===== config.mk =====
export PLATFORM = sky130hd
export DESIGN_NAME = primitive_assembler_scissor_cull_flat
export DESIGN_NICKNAME = d
export VERILOG_FILES = /design/src/rtl/pasc_pkg.sv /design/src/rtl/pasc_vtx_in_if.sv /design/src/rtl/pasc_vtx_out_if.sv /design/src/rtl/pasc_cfg_if.sv /design/src/rtl/primitive_assembler_scissor_cull.sv /design/src/flat_wrapper.sv
export SDC_FILE = /design/constraint.sdc
export NUM_CORES = 2
export LEC_CHECK = 0
export BUFFER_PORTS_ARGS = -buffer_cell sky130_fd_sc_hd__buf_2
export CAP_MARGIN = 20
export CORE_MARGIN = 3
export CORE_UTILIZATION = 50
export CTS_CLUSTER_SIZE = 24
export DETAILED_ROUTE_END_ITERATION = 16
export PLACE_DENSITY = 0.76
export REMOVE_ABC_BUFFERS = 1
export SYNTH_ARGS = -nofsm -noshare
export SYNTH_HDL_FRONTEND = slang
export SYNTH_SLANG_ARGS = --single-unit

===== constraint.sdc =====
create_clock -name clk -period 32.3 [get_ports clk]
set_clock_uncertainty 0.15 [all_clocks]
set_input_delay 6.46 -clock clk [delete_from_list [all_inputs] [get_ports clk]]
set_output_delay 6.46 -clock clk [all_outputs]
set_load 0.01 [all_outputs]

===== src/rtl/pasc_pkg.sv =====
// shared types and constants of the primitive assembler with scissor cull
// no dependencies
package pasc_pkg;

    // primitive type codes
    localparam logic [2:0] PRIM_POINT     = 3'd0;
    localparam logic [2:0] PRIM_LINE      = 3'd1;
    localparam logic [2:0] PRIM_LINESTRIP = 3'd2;
    localparam logic [2:0] PRIM_TRI       = 3'd3;
    localparam logic [2:0] PRIM_TRISTRIP  = 3'd4;
    localparam logic [2:0] PRIM_FAN       = 3'd5;
    localparam logic [2:0] PRIM_SPRITE    = 3'd6;
    localparam logic [2:0] PRIM_INVALID   = 3'd7;

    // configuration register indexes
    localparam logic [2:0] REG_PRIM_TYPE      = 3'd0;
    localparam logic [2:0] REG_TEXTURE_ENABLE = 3'd1;
    localparam logic [2:0] REG_FIXED_TEXEL    = 3'd2;
    localparam logic [2:0] REG_SCISSOR_LEFT   = 3'd3;
    localparam logic [2:0] REG_SCISSOR_TOP    = 3'd4;
    localparam logic [2:0] REG_SCISSOR_RIGHT  = 3'd5;
    localparam logic [2:0] REG_SCISSOR_BOTTOM = 3'd6;

    localparam int unsigned CFG_INDEX_W = 3;
    localparam int unsigned CFG_DATA_W  = 16;

    // IEEE single precision 1.0
    localparam logic [31:0] ONE_FLOAT_BITS = 32'h3F80_0000;

    // one assembled vertex
    typedef struct packed {
        logic [15:0] x;
        logic [15:0] y;
        logic [31:0] dep;
        logic [31:0] col;
        logic [31:0] fog;
        logic [31:0] u;
        logic [31:0] v;
        logic [31:0] w;
    } vtx_t;

endpackage


===== src/rtl/pasc_vtx_in_if.sv =====
// input channel: one vertex kick per item
// depends on nothing
interface pasc_vtx_in_if;
    logic        valid;
    logic        ready;
    logic [15:0] pos_x;
    logic [15:0] pos_y;
    logic [31:0] depth;
    logic [31:0] rgba;
    logic [31:0] fog_word;
    logic [13:0] texel_u;
    logic [13:0] texel_v;
    logic [31:0] coord_s;
    logic [31:0] coord_t;
    logic [31:0] coord_q;
    logic        skip_draw;

    modport source (
        output valid, pos_x, pos_y, depth, rgba, fog_word, texel_u, texel_v,
               coord_s, coord_t, coord_q, skip_draw,
        input  ready
    );
    modport sink (
        input  valid, pos_x, pos_y, depth, rgba, fog_word, texel_u, texel_v,
               coord_s, coord_t, coord_q, skip_draw,
        output ready
    );
endinterface


===== src/rtl/pasc_vtx_out_if.sv =====
// output channel: one emitted vertex per item
// depends on nothing
interface pasc_vtx_out_if;
    logic        valid;
    logic        ready;
    logic [15:0] out_x;
    logic [15:0] out_y;
    logic [31:0] out_depth;
    logic [31:0] out_rgba;
    logic [31:0] out_fog;
    logic [31:0] out_u;
    logic [31:0] out_v;
    logic [31:0] out_w;
    logic [1:0]  corner;
    logic        last_vertex;

    modport source (
        output valid, out_x, out_y, out_depth, out_rgba, out_fog, out_u, out_v,
               out_w, corner, last_vertex,
        input  ready
    );
    modport sink (
        input  valid, out_x, out_y, out_depth, out_rgba, out_fog, out_u, out_v,
               out_w, corner, last_vertex,
        output ready
    );
endinterface


===== src/rtl/pasc_cfg_if.sv =====
// configuration write channel: register index and write data
// depends on pasc_pkg
interface pasc_cfg_if;
    logic                             valid;
    logic                             ready;
    logic [pasc_pkg::CFG_INDEX_W-1:0] index;
    logic [pasc_pkg::CFG_DATA_W-1:0]  data;

    modport source (
        output valid, index, data,
        input  ready
    );
    modport sink (
        input  valid, index, data,
        output ready
    );
endinterface


===== src/rtl/primitive_assembler_scissor_cull.sv =====
// primitive assembler with scissor trivial reject, top level
// depends on pasc_pkg, pasc_vtx_in_if, pasc_vtx_out_if, pasc_cfg_if
//
// usage:
//   vtx_in takes one vertex kick per item. vtx_out gives the vertices of each
//   assembled primitive in order, with corner and last_vertex marking them.
//   cfg writes the seven registers (index 0..6); it is always ready. The user must
//   write it only while the block is idle; the block itself does not enforce this.
// path:
//   an accepted kick goes into the input register and from there, once the
//   buffer is free, into the primitive buffer, whose vertices then leave on vtx_out.
//   a primitive holds the single output port until its last vertex is taken,
//   and the next kick waits for the buffer: points run at one kick per cycle
//   while vtx_out.ready stays high, and no kick leaves the input register
//   before the last vertex of the buffered primitive is taken.
// reset: queue count, valids and registers clear (scissor right and bottom
//   to 65535); queue contents are undefined until written.
// stall:
//   while the receiver holds ready low the buffered primitive waits, one more
//   kick is held in the input register, then vtx_in.ready drops.
module primitive_assembler_scissor_cull (
    input  logic           clk,
    input  logic           rst_n,
    pasc_vtx_in_if.sink    vtx_in,
    pasc_vtx_out_if.source vtx_out,
    pasc_cfg_if.sink       cfg
);

    // configuration registers
    logic [2:0]  prim_type_reg;
    logic        texture_enable_reg;
    logic        fixed_texel_reg;
    logic [15:0] scissor_left_reg;
    logic [15:0] scissor_top_reg;
    logic [15:0] scissor_right_reg;
    logic [15:0] scissor_bottom_reg;

    // input register
    logic         a_valid_reg;
    logic [15:0]  a_x_reg;
    logic [15:0]  a_y_reg;
    logic [31:0]  a_dep_reg;
    logic [31:0]  a_col_reg;
    logic [31:0]  a_fog_reg;
    logic [13:0]  a_tu_reg;
    logic [13:0]  a_tv_reg;
    logic [31:0]  a_s_reg;
    logic [31:0]  a_t_reg;
    logic [31:0]  a_q_reg;
    logic         a_skip_reg;

    // vertex queue
    pasc_pkg::vtx_t q_reg [3];
    pasc_pkg::vtx_t q_next [3];
    logic [1:0]     q_cnt_reg;
    logic [1:0]     q_cnt_next;

    // primitive buffer feeding the output
    pasc_pkg::vtx_t p_reg [3];
    pasc_pkg::vtx_t p_next [3];
    logic           p_valid_reg;
    logic [1:0]     p_n_reg;
    logic [1:0]     p_idx_reg;
    logic [1:0]     p_n_next;
    logic           emit;

    logic           p_last;
    logic           p_free;
    logic           a_adv;
    logic           in_fire;
    logic           out_fire;
    pasc_pkg::vtx_t nv;
    pasc_pkg::vtx_t t [3];
    logic [1:0]     tc;
    logic [1:0]     need;
    logic [2:0]     lft;
    logic [2:0]     rgt;
    logic [2:0]     abv;
    logic [2:0]     blw;
    logic [2:0]     used;
    logic           reject;
    pasc_pkg::vtx_t ov;

    // handshakes
    assign p_last   = (p_idx_reg == p_n_reg - 2'd1);
    assign out_fire = p_valid_reg && vtx_out.ready;
    assign p_free   = !p_valid_reg || (vtx_out.ready && p_last);
    assign a_adv    = a_valid_reg && p_free;
    assign vtx_in.ready = !a_valid_reg || a_adv;
    assign in_fire  = vtx_in.valid && vtx_in.ready;
    assign cfg.ready = 1'b1;

    // build the new vertex
    always_comb
    begin
        nv.x   = a_x_reg;
        nv.y   = a_y_reg;
        nv.dep = a_dep_reg;
        nv.col = a_col_reg;
        nv.fog = a_fog_reg;
        if (!texture_enable_reg)
        begin
            nv.u = 32'd0;
            nv.v = 32'd0;
            nv.w = pasc_pkg::ONE_FLOAT_BITS;
        end
        else if (fixed_texel_reg)
        begin
            nv.u = {18'd0, a_tu_reg};
            nv.v = {18'd0, a_tv_reg};
            nv.w = pasc_pkg::ONE_FLOAT_BITS;
        end
        else
        begin
            nv.u = a_s_reg;
            nv.v = a_t_reg;
            nv.w = a_q_reg;
        end
    end

    // append to the queue, dropping the oldest entry when full
    always_comb
    begin
        t[0] = q_reg[0];
        t[1] = q_reg[1];
        t[2] = q_reg[2];
        unique case (q_cnt_reg)
            2'd0:
            begin
                t[0] = nv;
                tc   = 2'd1;
            end
            2'd1:
            begin
                t[1] = nv;
                tc   = 2'd2;
            end
            2'd2:
            begin
                t[2] = nv;
                tc   = 2'd3;
            end
            default:
            begin
                t[0] = q_reg[1];
                t[1] = q_reg[2];
                t[2] = nv;
                tc   = 2'd3;
            end
        endcase
    end

    // assemble by the primitive type rules
    always_comb
    begin
        unique case (prim_type_reg)
            pasc_pkg::PRIM_POINT:                         need = 2'd1;
            pasc_pkg::PRIM_LINE, pasc_pkg::PRIM_LINESTRIP,
            pasc_pkg::PRIM_SPRITE:                        need = 2'd2;
            default:                                      need = 2'd3;
        endcase

        q_next     = t;
        q_cnt_next = tc;
        p_next     = t;
        p_n_next   = 2'd0;

        if (prim_type_reg == pasc_pkg::PRIM_INVALID)
        begin
            q_next     = q_reg;
            q_cnt_next = 2'd0;
        end
        else if (tc >= need)
        begin
            unique case (prim_type_reg)
                pasc_pkg::PRIM_POINT:
                begin
                    q_next[0]  = t[1];
                    q_next[1]  = t[2];
                    q_cnt_next = tc - 2'd1;
                    p_n_next   = 2'd1;
                end
                pasc_pkg::PRIM_LINE, pasc_pkg::PRIM_SPRITE:
                begin
                    q_next[0]  = t[2];
                    q_cnt_next = tc - 2'd2;
                    p_n_next   = 2'd2;
                end
                pasc_pkg::PRIM_LINESTRIP:
                begin
                    q_next[0]  = t[1];
                    q_next[1]  = t[2];
                    q_cnt_next = tc - 2'd1;
                    p_n_next   = 2'd2;
                end
                pasc_pkg::PRIM_TRI:
                begin
                    q_cnt_next = 2'd0;
                    p_n_next   = 2'd3;
                end
                pasc_pkg::PRIM_TRISTRIP:
                begin
                    q_next[0]  = t[1];
                    q_next[1]  = t[2];
                    q_cnt_next = tc - 2'd1;
                    p_n_next   = 2'd3;
                end
                default:
                begin
                    // fan keeps the pivot and the newest vertex
                    q_next[1]  = t[2];
                    q_cnt_next = tc - 2'd1;
                    p_n_next   = 2'd3;
                end
            endcase
        end
    end

    // scissor trivial reject
    always_comb
    begin
        for (int i = 0; i < 3; i++)
        begin
            used[i] = (2'(i) < p_n_next);
            lft[i]  = !used[i] || (t[i].x < scissor_left_reg);
            rgt[i]  = !used[i] || (t[i].x > scissor_right_reg);
            abv[i]  = !used[i] || (t[i].y < scissor_top_reg);
            blw[i]  = !used[i] || (t[i].y > scissor_bottom_reg);
        end
        if (p_n_next == 2'd1)
            reject = lft[0] || rgt[0] || abv[0] || blw[0];
        else
            reject = (&lft) || (&rgt) || (&abv) || (&blw);
        emit = (p_n_next != 2'd0) && !a_skip_reg && !reject;
    end

    // configuration registers
    always_ff @(posedge clk or negedge rst_n)
    begin
        if (!rst_n)
        begin
            prim_type_reg      <= pasc_pkg::PRIM_POINT;
            texture_enable_reg <= 1'b0;
            fixed_texel_reg    <= 1'b0;
            scissor_left_reg   <= 16'd0;
            scissor_top_reg    <= 16'd0;
            scissor_right_reg  <= 16'hFFFF;
            scissor_bottom_reg <= 16'hFFFF;
        end
        else if (cfg.valid)
        begin
            unique case (cfg.index)
                pasc_pkg::REG_PRIM_TYPE:      prim_type_reg      <= cfg.data[2:0];
                pasc_pkg::REG_TEXTURE_ENABLE: texture_enable_reg <= cfg.data[0];
                pasc_pkg::REG_FIXED_TEXEL:    fixed_texel_reg    <= cfg.data[0];
                pasc_pkg::REG_SCISSOR_LEFT:   scissor_left_reg   <= cfg.data;
                pasc_pkg::REG_SCISSOR_TOP:    scissor_top_reg    <= cfg.data;
                pasc_pkg::REG_SCISSOR_RIGHT:  scissor_right_reg  <= cfg.data;
                pasc_pkg::REG_SCISSOR_BOTTOM: scissor_bottom_reg <= cfg.data;
                default: ;
            endcase
        end
    end

    // control state
    always_ff @(posedge clk or negedge rst_n)
    begin
        if (!rst_n)
        begin
            a_valid_reg <= 1'b0;
            q_cnt_reg   <= 2'd0;
            p_valid_reg <= 1'b0;
            p_n_reg     <= 2'd0;
            p_idx_reg   <= 2'd0;
        end
        else
        begin
            if (in_fire)
                a_valid_reg <= 1'b1;
            else if (a_adv)
                a_valid_reg <= 1'b0;

            if (a_adv)
                q_cnt_reg <= q_cnt_next;

            if (a_adv && emit)
            begin
                p_valid_reg <= 1'b1;
                p_n_reg     <= p_n_next;
                p_idx_reg   <= 2'd0;
            end
            else if (out_fire)
            begin
                if (p_last)
                    p_valid_reg <= 1'b0;
                p_idx_reg <= p_idx_reg + 2'd1;
            end
        end
    end

    // payload registers
    always_ff @(posedge clk)
    begin
        if (in_fire)
        begin
            a_x_reg    <= vtx_in.pos_x;
            a_y_reg    <= vtx_in.pos_y;
            a_dep_reg  <= vtx_in.depth;
            a_col_reg  <= vtx_in.rgba;
            a_fog_reg  <= vtx_in.fog_word;
            a_tu_reg   <= vtx_in.texel_u;
            a_tv_reg   <= vtx_in.texel_v;
            a_s_reg    <= vtx_in.coord_s;
            a_t_reg    <= vtx_in.coord_t;
            a_q_reg    <= vtx_in.coord_q;
            a_skip_reg <= vtx_in.skip_draw;
        end
        if (a_adv)
            q_reg <= q_next;
        if (a_adv && emit)
            p_reg <= p_next;
    end

    // output vertex select
    always_comb
    begin
        case (p_idx_reg)
            2'd1:    ov = p_reg[1];
            2'd2:    ov = p_reg[2];
            default: ov = p_reg[0];
        endcase
    end

    assign vtx_out.valid       = p_valid_reg;
    assign vtx_out.out_x       = ov.x;
    assign vtx_out.out_y       = ov.y;
    assign vtx_out.out_depth   = ov.dep;
    assign vtx_out.out_rgba    = ov.col;
    assign vtx_out.out_fog     = ov.fog;
    assign vtx_out.out_u       = ov.u;
    assign vtx_out.out_v       = ov.v;
    assign vtx_out.out_w       = ov.w;
    assign vtx_out.corner      = p_idx_reg;
    assign vtx_out.last_vertex = p_last;

endmodule

===== src/flat_wrapper.sv =====
// flat-port wrapper written by rule: the top's interface ports become plain ports
module primitive_assembler_scissor_cull_flat 
  (clk, rst_n, vtx_in_valid, vtx_in_pos_x, vtx_in_pos_y, vtx_in_depth, vtx_in_rgba, vtx_in_fog_word, vtx_in_texel_u, vtx_in_texel_v, vtx_in_coord_s, vtx_in_coord_t, vtx_in_coord_q, vtx_in_skip_draw, vtx_in_ready, vtx_out_valid, vtx_out_out_x, vtx_out_out_y, vtx_out_out_depth, vtx_out_out_rgba, vtx_out_out_fog, vtx_out_out_u, vtx_out_out_v, vtx_out_out_w, vtx_out_corner, vtx_out_last_vertex, vtx_out_ready, cfg_valid, cfg_index, cfg_data, cfg_ready);
  pasc_vtx_in_if vtx_in_i ();
  pasc_vtx_out_if vtx_out_i ();
  pasc_cfg_if cfg_i ();
  input  logic clk;
  input  logic rst_n;
  input wire logic [$bits(vtx_in_i.valid)-1:0] vtx_in_valid;
  input wire logic [$bits(vtx_in_i.pos_x)-1:0] vtx_in_pos_x;
  input wire logic [$bits(vtx_in_i.pos_y)-1:0] vtx_in_pos_y;
  input wire logic [$bits(vtx_in_i.depth)-1:0] vtx_in_depth;
  input wire logic [$bits(vtx_in_i.rgba)-1:0] vtx_in_rgba;
  input wire logic [$bits(vtx_in_i.fog_word)-1:0] vtx_in_fog_word;
  input wire logic [$bits(vtx_in_i.texel_u)-1:0] vtx_in_texel_u;
  input wire logic [$bits(vtx_in_i.texel_v)-1:0] vtx_in_texel_v;
  input wire logic [$bits(vtx_in_i.coord_s)-1:0] vtx_in_coord_s;
  input wire logic [$bits(vtx_in_i.coord_t)-1:0] vtx_in_coord_t;
  input wire logic [$bits(vtx_in_i.coord_q)-1:0] vtx_in_coord_q;
  input wire logic [$bits(vtx_in_i.skip_draw)-1:0] vtx_in_skip_draw;
  output wire logic [$bits(vtx_in_i.ready)-1:0] vtx_in_ready;
  output wire logic [$bits(vtx_out_i.valid)-1:0] vtx_out_valid;
  output wire logic [$bits(vtx_out_i.out_x)-1:0] vtx_out_out_x;
  output wire logic [$bits(vtx_out_i.out_y)-1:0] vtx_out_out_y;
  output wire logic [$bits(vtx_out_i.out_depth)-1:0] vtx_out_out_depth;
  output wire logic [$bits(vtx_out_i.out_rgba)-1:0] vtx_out_out_rgba;
  output wire logic [$bits(vtx_out_i.out_fog)-1:0] vtx_out_out_fog;
  output wire logic [$bits(vtx_out_i.out_u)-1:0] vtx_out_out_u;
  output wire logic [$bits(vtx_out_i.out_v)-1:0] vtx_out_out_v;
  output wire logic [$bits(vtx_out_i.out_w)-1:0] vtx_out_out_w;
  output wire logic [$bits(vtx_out_i.corner)-1:0] vtx_out_corner;
  output wire logic [$bits(vtx_out_i.last_vertex)-1:0] vtx_out_last_vertex;
  input wire logic [$bits(vtx_out_i.ready)-1:0] vtx_out_ready;
  input wire logic [$bits(cfg_i.valid)-1:0] cfg_valid;
  input wire logic [$bits(cfg_i.index)-1:0] cfg_index;
  input wire logic [$bits(cfg_i.data)-1:0] cfg_data;
  output wire logic [$bits(cfg_i.ready)-1:0] cfg_ready;
  assign vtx_in_i.valid = vtx_in_valid;
  assign vtx_in_i.pos_x = vtx_in_pos_x;
  assign vtx_in_i.pos_y = vtx_in_pos_y;
  assign vtx_in_i.depth = vtx_in_depth;
  assign vtx_in_i.rgba = vtx_in_rgba;
  assign vtx_in_i.fog_word = vtx_in_fog_word;
  assign vtx_in_i.texel_u = vtx_in_texel_u;
  assign vtx_in_i.texel_v = vtx_in_texel_v;
  assign vtx_in_i.coord_s = vtx_in_coord_s;
  assign vtx_in_i.coord_t = vtx_in_coord_t;
  assign vtx_in_i.coord_q = vtx_in_coord_q;
  assign vtx_in_i.skip_draw = vtx_in_skip_draw;
  assign vtx_in_ready = vtx_in_i.ready;
  assign vtx_out_valid = vtx_out_i.valid;
  assign vtx_out_out_x = vtx_out_i.out_x;
  assign vtx_out_out_y = vtx_out_i.out_y;
  assign vtx_out_out_depth = vtx_out_i.out_depth;
  assign vtx_out_out_rgba = vtx_out_i.out_rgba;
  assign vtx_out_out_fog = vtx_out_i.out_fog;
  assign vtx_out_out_u = vtx_out_i.out_u;
  assign vtx_out_out_v = vtx_out_i.out_v;
  assign vtx_out_out_w = vtx_out_i.out_w;
  assign vtx_out_corner = vtx_out_i.corner;
  assign vtx_out_last_vertex = vtx_out_i.last_vertex;
  assign vtx_out_i.ready = vtx_out_ready;
  assign cfg_i.valid = cfg_valid;
  assign cfg_i.index = cfg_index;
  assign cfg_i.data = cfg_data;
  assign cfg_ready = cfg_i.ready;
  primitive_assembler_scissor_cull u_core (.clk(clk), .rst_n(rst_n), .vtx_in(vtx_in_i), .vtx_out(vtx_out_i), .cfg(cfg_i));
endmodule

==> metrics.md <==
| Metric | Value |
|---|---|
| Outcome | `complete, no violations` |
| Dominant cell type by area after synthesis | `edfxtp_1` |
| Layout Cells excl Fill | `9353` |
| Clk sink count | `roughly 1700` |
| Gpl congestion | `around 0.9` |
| CP max FO | `4` |
| Final Total Pwr | `between 10 and 15 mW` |
| PwrDens | `123 nW/µm²` |
| Hold WS | `approximately 0.36 ns` |
| CP required | `between 20 and 30 ns` |
| Dominant cells by area after synthesis | `edfxtp_1 (61%), nand2_1 (8.6%), a22oi_1 (7.4%)` |
| Clk buf depth | `3` |
| Reg clk slew, reported paths | `~0.060 ns` |
| Post-synth top cells | `nand2_1 (1781), edfxtp_1 (1597), o21ai_0 (981)` |
| Initial antenna violation count | `19` |
| Number of detailed-route iterations in the first pass | `9` |
| Worst slack at placement | `approximately 19 ns` |
| Setup TNS | `0 ns` |
| Flop2flop setup slack | `roughly 22 ns` |
| WL final | `between 200 and 250 mm` |
| #FFs+latches synth | `1674` |
| Crit Reg-Reg Endpoint | `u_core.p_reg[474]` |
| CP arrival | `6.94 ns` |
| Final core occ | `56.7%` |
| Multi-input gate area | `25600 µm²` |
| Layout fillers | `between 10000 and 15000` |
| Synthesized cell area | `78000 µm²` |
| Height of the die | `401 µm` |
| DR WL/cell | `roughly 24 µm` |
| Die Width | `401 µm` |
| Achievable Freq | `73.8 MHz` |
| DIE AREA | `161000 µm²` |
| Hold depth | `1` |
| CTS Buf Count | `173` |
| # resized after CTS | `0` |
| CTS tree | `built` |
| Gate Count Post-Synth | `~7000` |
| Power Internal | `6.06 mW` |
| Maxcap violations | `0` |
| Design area | `slightly below 90000 µm²` |
| Hold endpoint | `u_core.scissor_left_reg[6]` |
| RR Startpoint | `u_core.q_cnt_reg[0]` |
| Minimum clock period | `between 10 and 15 ns` |
| Postcts setup bufs | `0` |
| CP Capture Type | `output port` |
| Clk root buf | `clkbuf_16` |
| Yosys top cell area share | `61.5%` |
| Crit path launch type | `input port` |
| Initial Util | `around half` |
| Placed insts | `between 9000 and 10000` |
| IO Pins | `slightly above 500` |
| Vias in the first global route | `roughly 57000` |
| EDFF count, synth | `around 1600` |
| Post-synth cell types | `between 60 and 70` |
| Register Area | `approximately 50000 µm²` |
| First-pass GRT wire length | `334 mm` |
| Final HPWL DP | `approximately 120 mm` |
| Period utilisation layout | `a little over two fifths` |
| Nets@finish | `around 7600` |
| Synth-to-layout area growth | `12.4%` |
| Htree depth | `4` |
| Critical path type | `input port to output port` |
| NetSw | `4.76 mW` |
| Max Slew Vio Count | `0` |
| R2R depth | `19` |
| Ys async rst share | `~4.6%` |
| Switch share | `between 40% and 50%` |
| Leakage power total | `about 33 nW` |
| Final hold violations | `0` |
| Sequential power share | `between 30% and 40%` |
| Share of cells above drive strength 1 | `a little over an eighth` |
| Buffers on Ports | `a little over 500` |
| HP Start | `u_core.scissor_left_reg[6]` |
| Largest net degree at the start of global routing | `220` |
| GRT Util Overall | `between 20% and 30%` |
| Setup violators final | `0` |
| CTS Hold Buffers Added | `0` |
| Iter 0 DRT Violations | `7983` |
| Routed vias | `between 50000 and 60000` |
| Worst setup margin | `between 15 and 20 ns` |
| Worst-Margin Slew | `approximately 1.1 ns` |
| Max-slew headroom | `25.5%` |
| Combinational share of power | `about 47%` |
| Dpl cell area | `82100 µm²` |
| Clock power frac | `between 10% and 20%` |
| Post-Syn Area per Cell | `roughly 11 µm²` |
| Number of remaining DRC errors | `0` |
| Top FF cell, synth | `edfxtp_1` |
| Peak supply drop | `between 0.1 and 0.15 mV` |
| Gr ovfl total | `0` |
| Vias/cell | `roughly 6.3` |
| Placement Rows | `roughly 140` |
| HP Class | `register to register` |
| Synth Warn # | `0` |
| Most common cell in the netlist | `nand2_1` |
| Post-DRT Antenna Nets | `0` |
| Core area | `~150000 µm²` |
| RSZ-0062 raised after global routing | `no` |
| Worst-Skew Late Latency | `roughly 0.83 ns` |
| Seq/Total Area, Yosys | `a little under two thirds` |
==> worst max-delay path by stage <==
stage / slack, ns / start / to / depth (start not counted)
after floorplan: -17.18 / u_core.q_cnt_reg[0] / u_core.p_n_reg[0] / 11
after global placement: 18.74 / vtx_out_ready / vtx_in_ready / 4
after detailed placement: 18.76 / vtx_out_ready / vtx_in_ready / 4
after CTS: 18.75 / vtx_out_ready / vtx_in_ready / 4
after global routing: 18.71 / vtx_out_ready / vtx_in_ready / 4
final: 18.75 / vtx_out_ready / vtx_in_ready / 4
==> kinds of logic (layout without fill, tap and decap cells) <==
group                      Yosys count  count (layout)  share of synthesized area (%)
AOI/OAI and AO/OA                 2102            2102                           16.9
and+or+nand+nor                   2083            2083                           10.6
DFF                               1674            1674                           64.0
buffers and inverters              718            1096                           3.47
adders and majority gates          196             196                           3.14
muxes                              141             141                           1.91
xor gates and xnor gates             2               2                         0.0225
other                                1              15                        0.00481
==> area by class of cell <==
cell class	count	area share [%]
Multi-Input combinational cell	4525	29.1
Timing Repair Buffer	595	3.88
Inverter	189	0.818
Tap cell	2044	2.92
Antenna cell	14	0.0399
Sequential cell	1674	56.9
Clock inverter	98	1.06
Clock buffer	214	5.21
==> power by group through the flow <==
stage,sequential (mW),combinational (mW),clock (mW)
after floorplan,4.16,3.58,0
final,3.79,5.06,1.97
after detailed placement,3.81,4.94,0
after global placement,3.78,4.77,0
after global routing,3.84,5.52,2.08
after CTS,3.78,4.97,1.98
==> per-layer routing <==
| metal | up-vias | routed length (µm) | track usage [%] |
|---|---|---|---|
| met5 | - | 12 | 0 |
| met4 | 2 | 7770 | 10.6 |
| met3 | 549 | 25600 | 5.69 |
| met2 | 3785 | 107000 | 44.1 |
| met1 | 28366 | 83400 | 34.6 |
| li1 | 26187 | - | - |
==> critical path: stages <==
cell     delay [ns]
buf_2          0.12
nand2_1        0.08
nand3_1        0.12
buf_2          0.16
==> layout by cell type, fill, tap and decap left out, types with 5 or more instances in the layout <==
cell type / n
dfstp_2: 32
o211ai_1: 8
a22oi_1: 771
inv_1: 188
a221oi_1: 5
nor2b_1: 35
buf_4: 74
a32oi_1: 122
and4_1: 6
clkbuf_16: 175
a21oi_1: 131
nand2b_1: 16
mux2i_1: 78
o21ai_0: 981
mux2_2: 62
dfrtp_1: 44
nor2_1: 94
nand4_1: 17
bufinv_16: 14
clkinv_1: 42
clkinv_2: 25
clkbuf_1: 35
a211oi_1: 8
ha_4: 5
nor3_1: 11
o21a_1: 6
a21o_1: 28
nand2_1: 1779
edfxtp_1: 1597
buf_2: 505
nor4_1: 8
buf_12: 11
a31oi_1: 5
nand3_1: 85
diode_2: 14
ha_1: 191
Note: power is estimated with default switching activity, not from simulation.
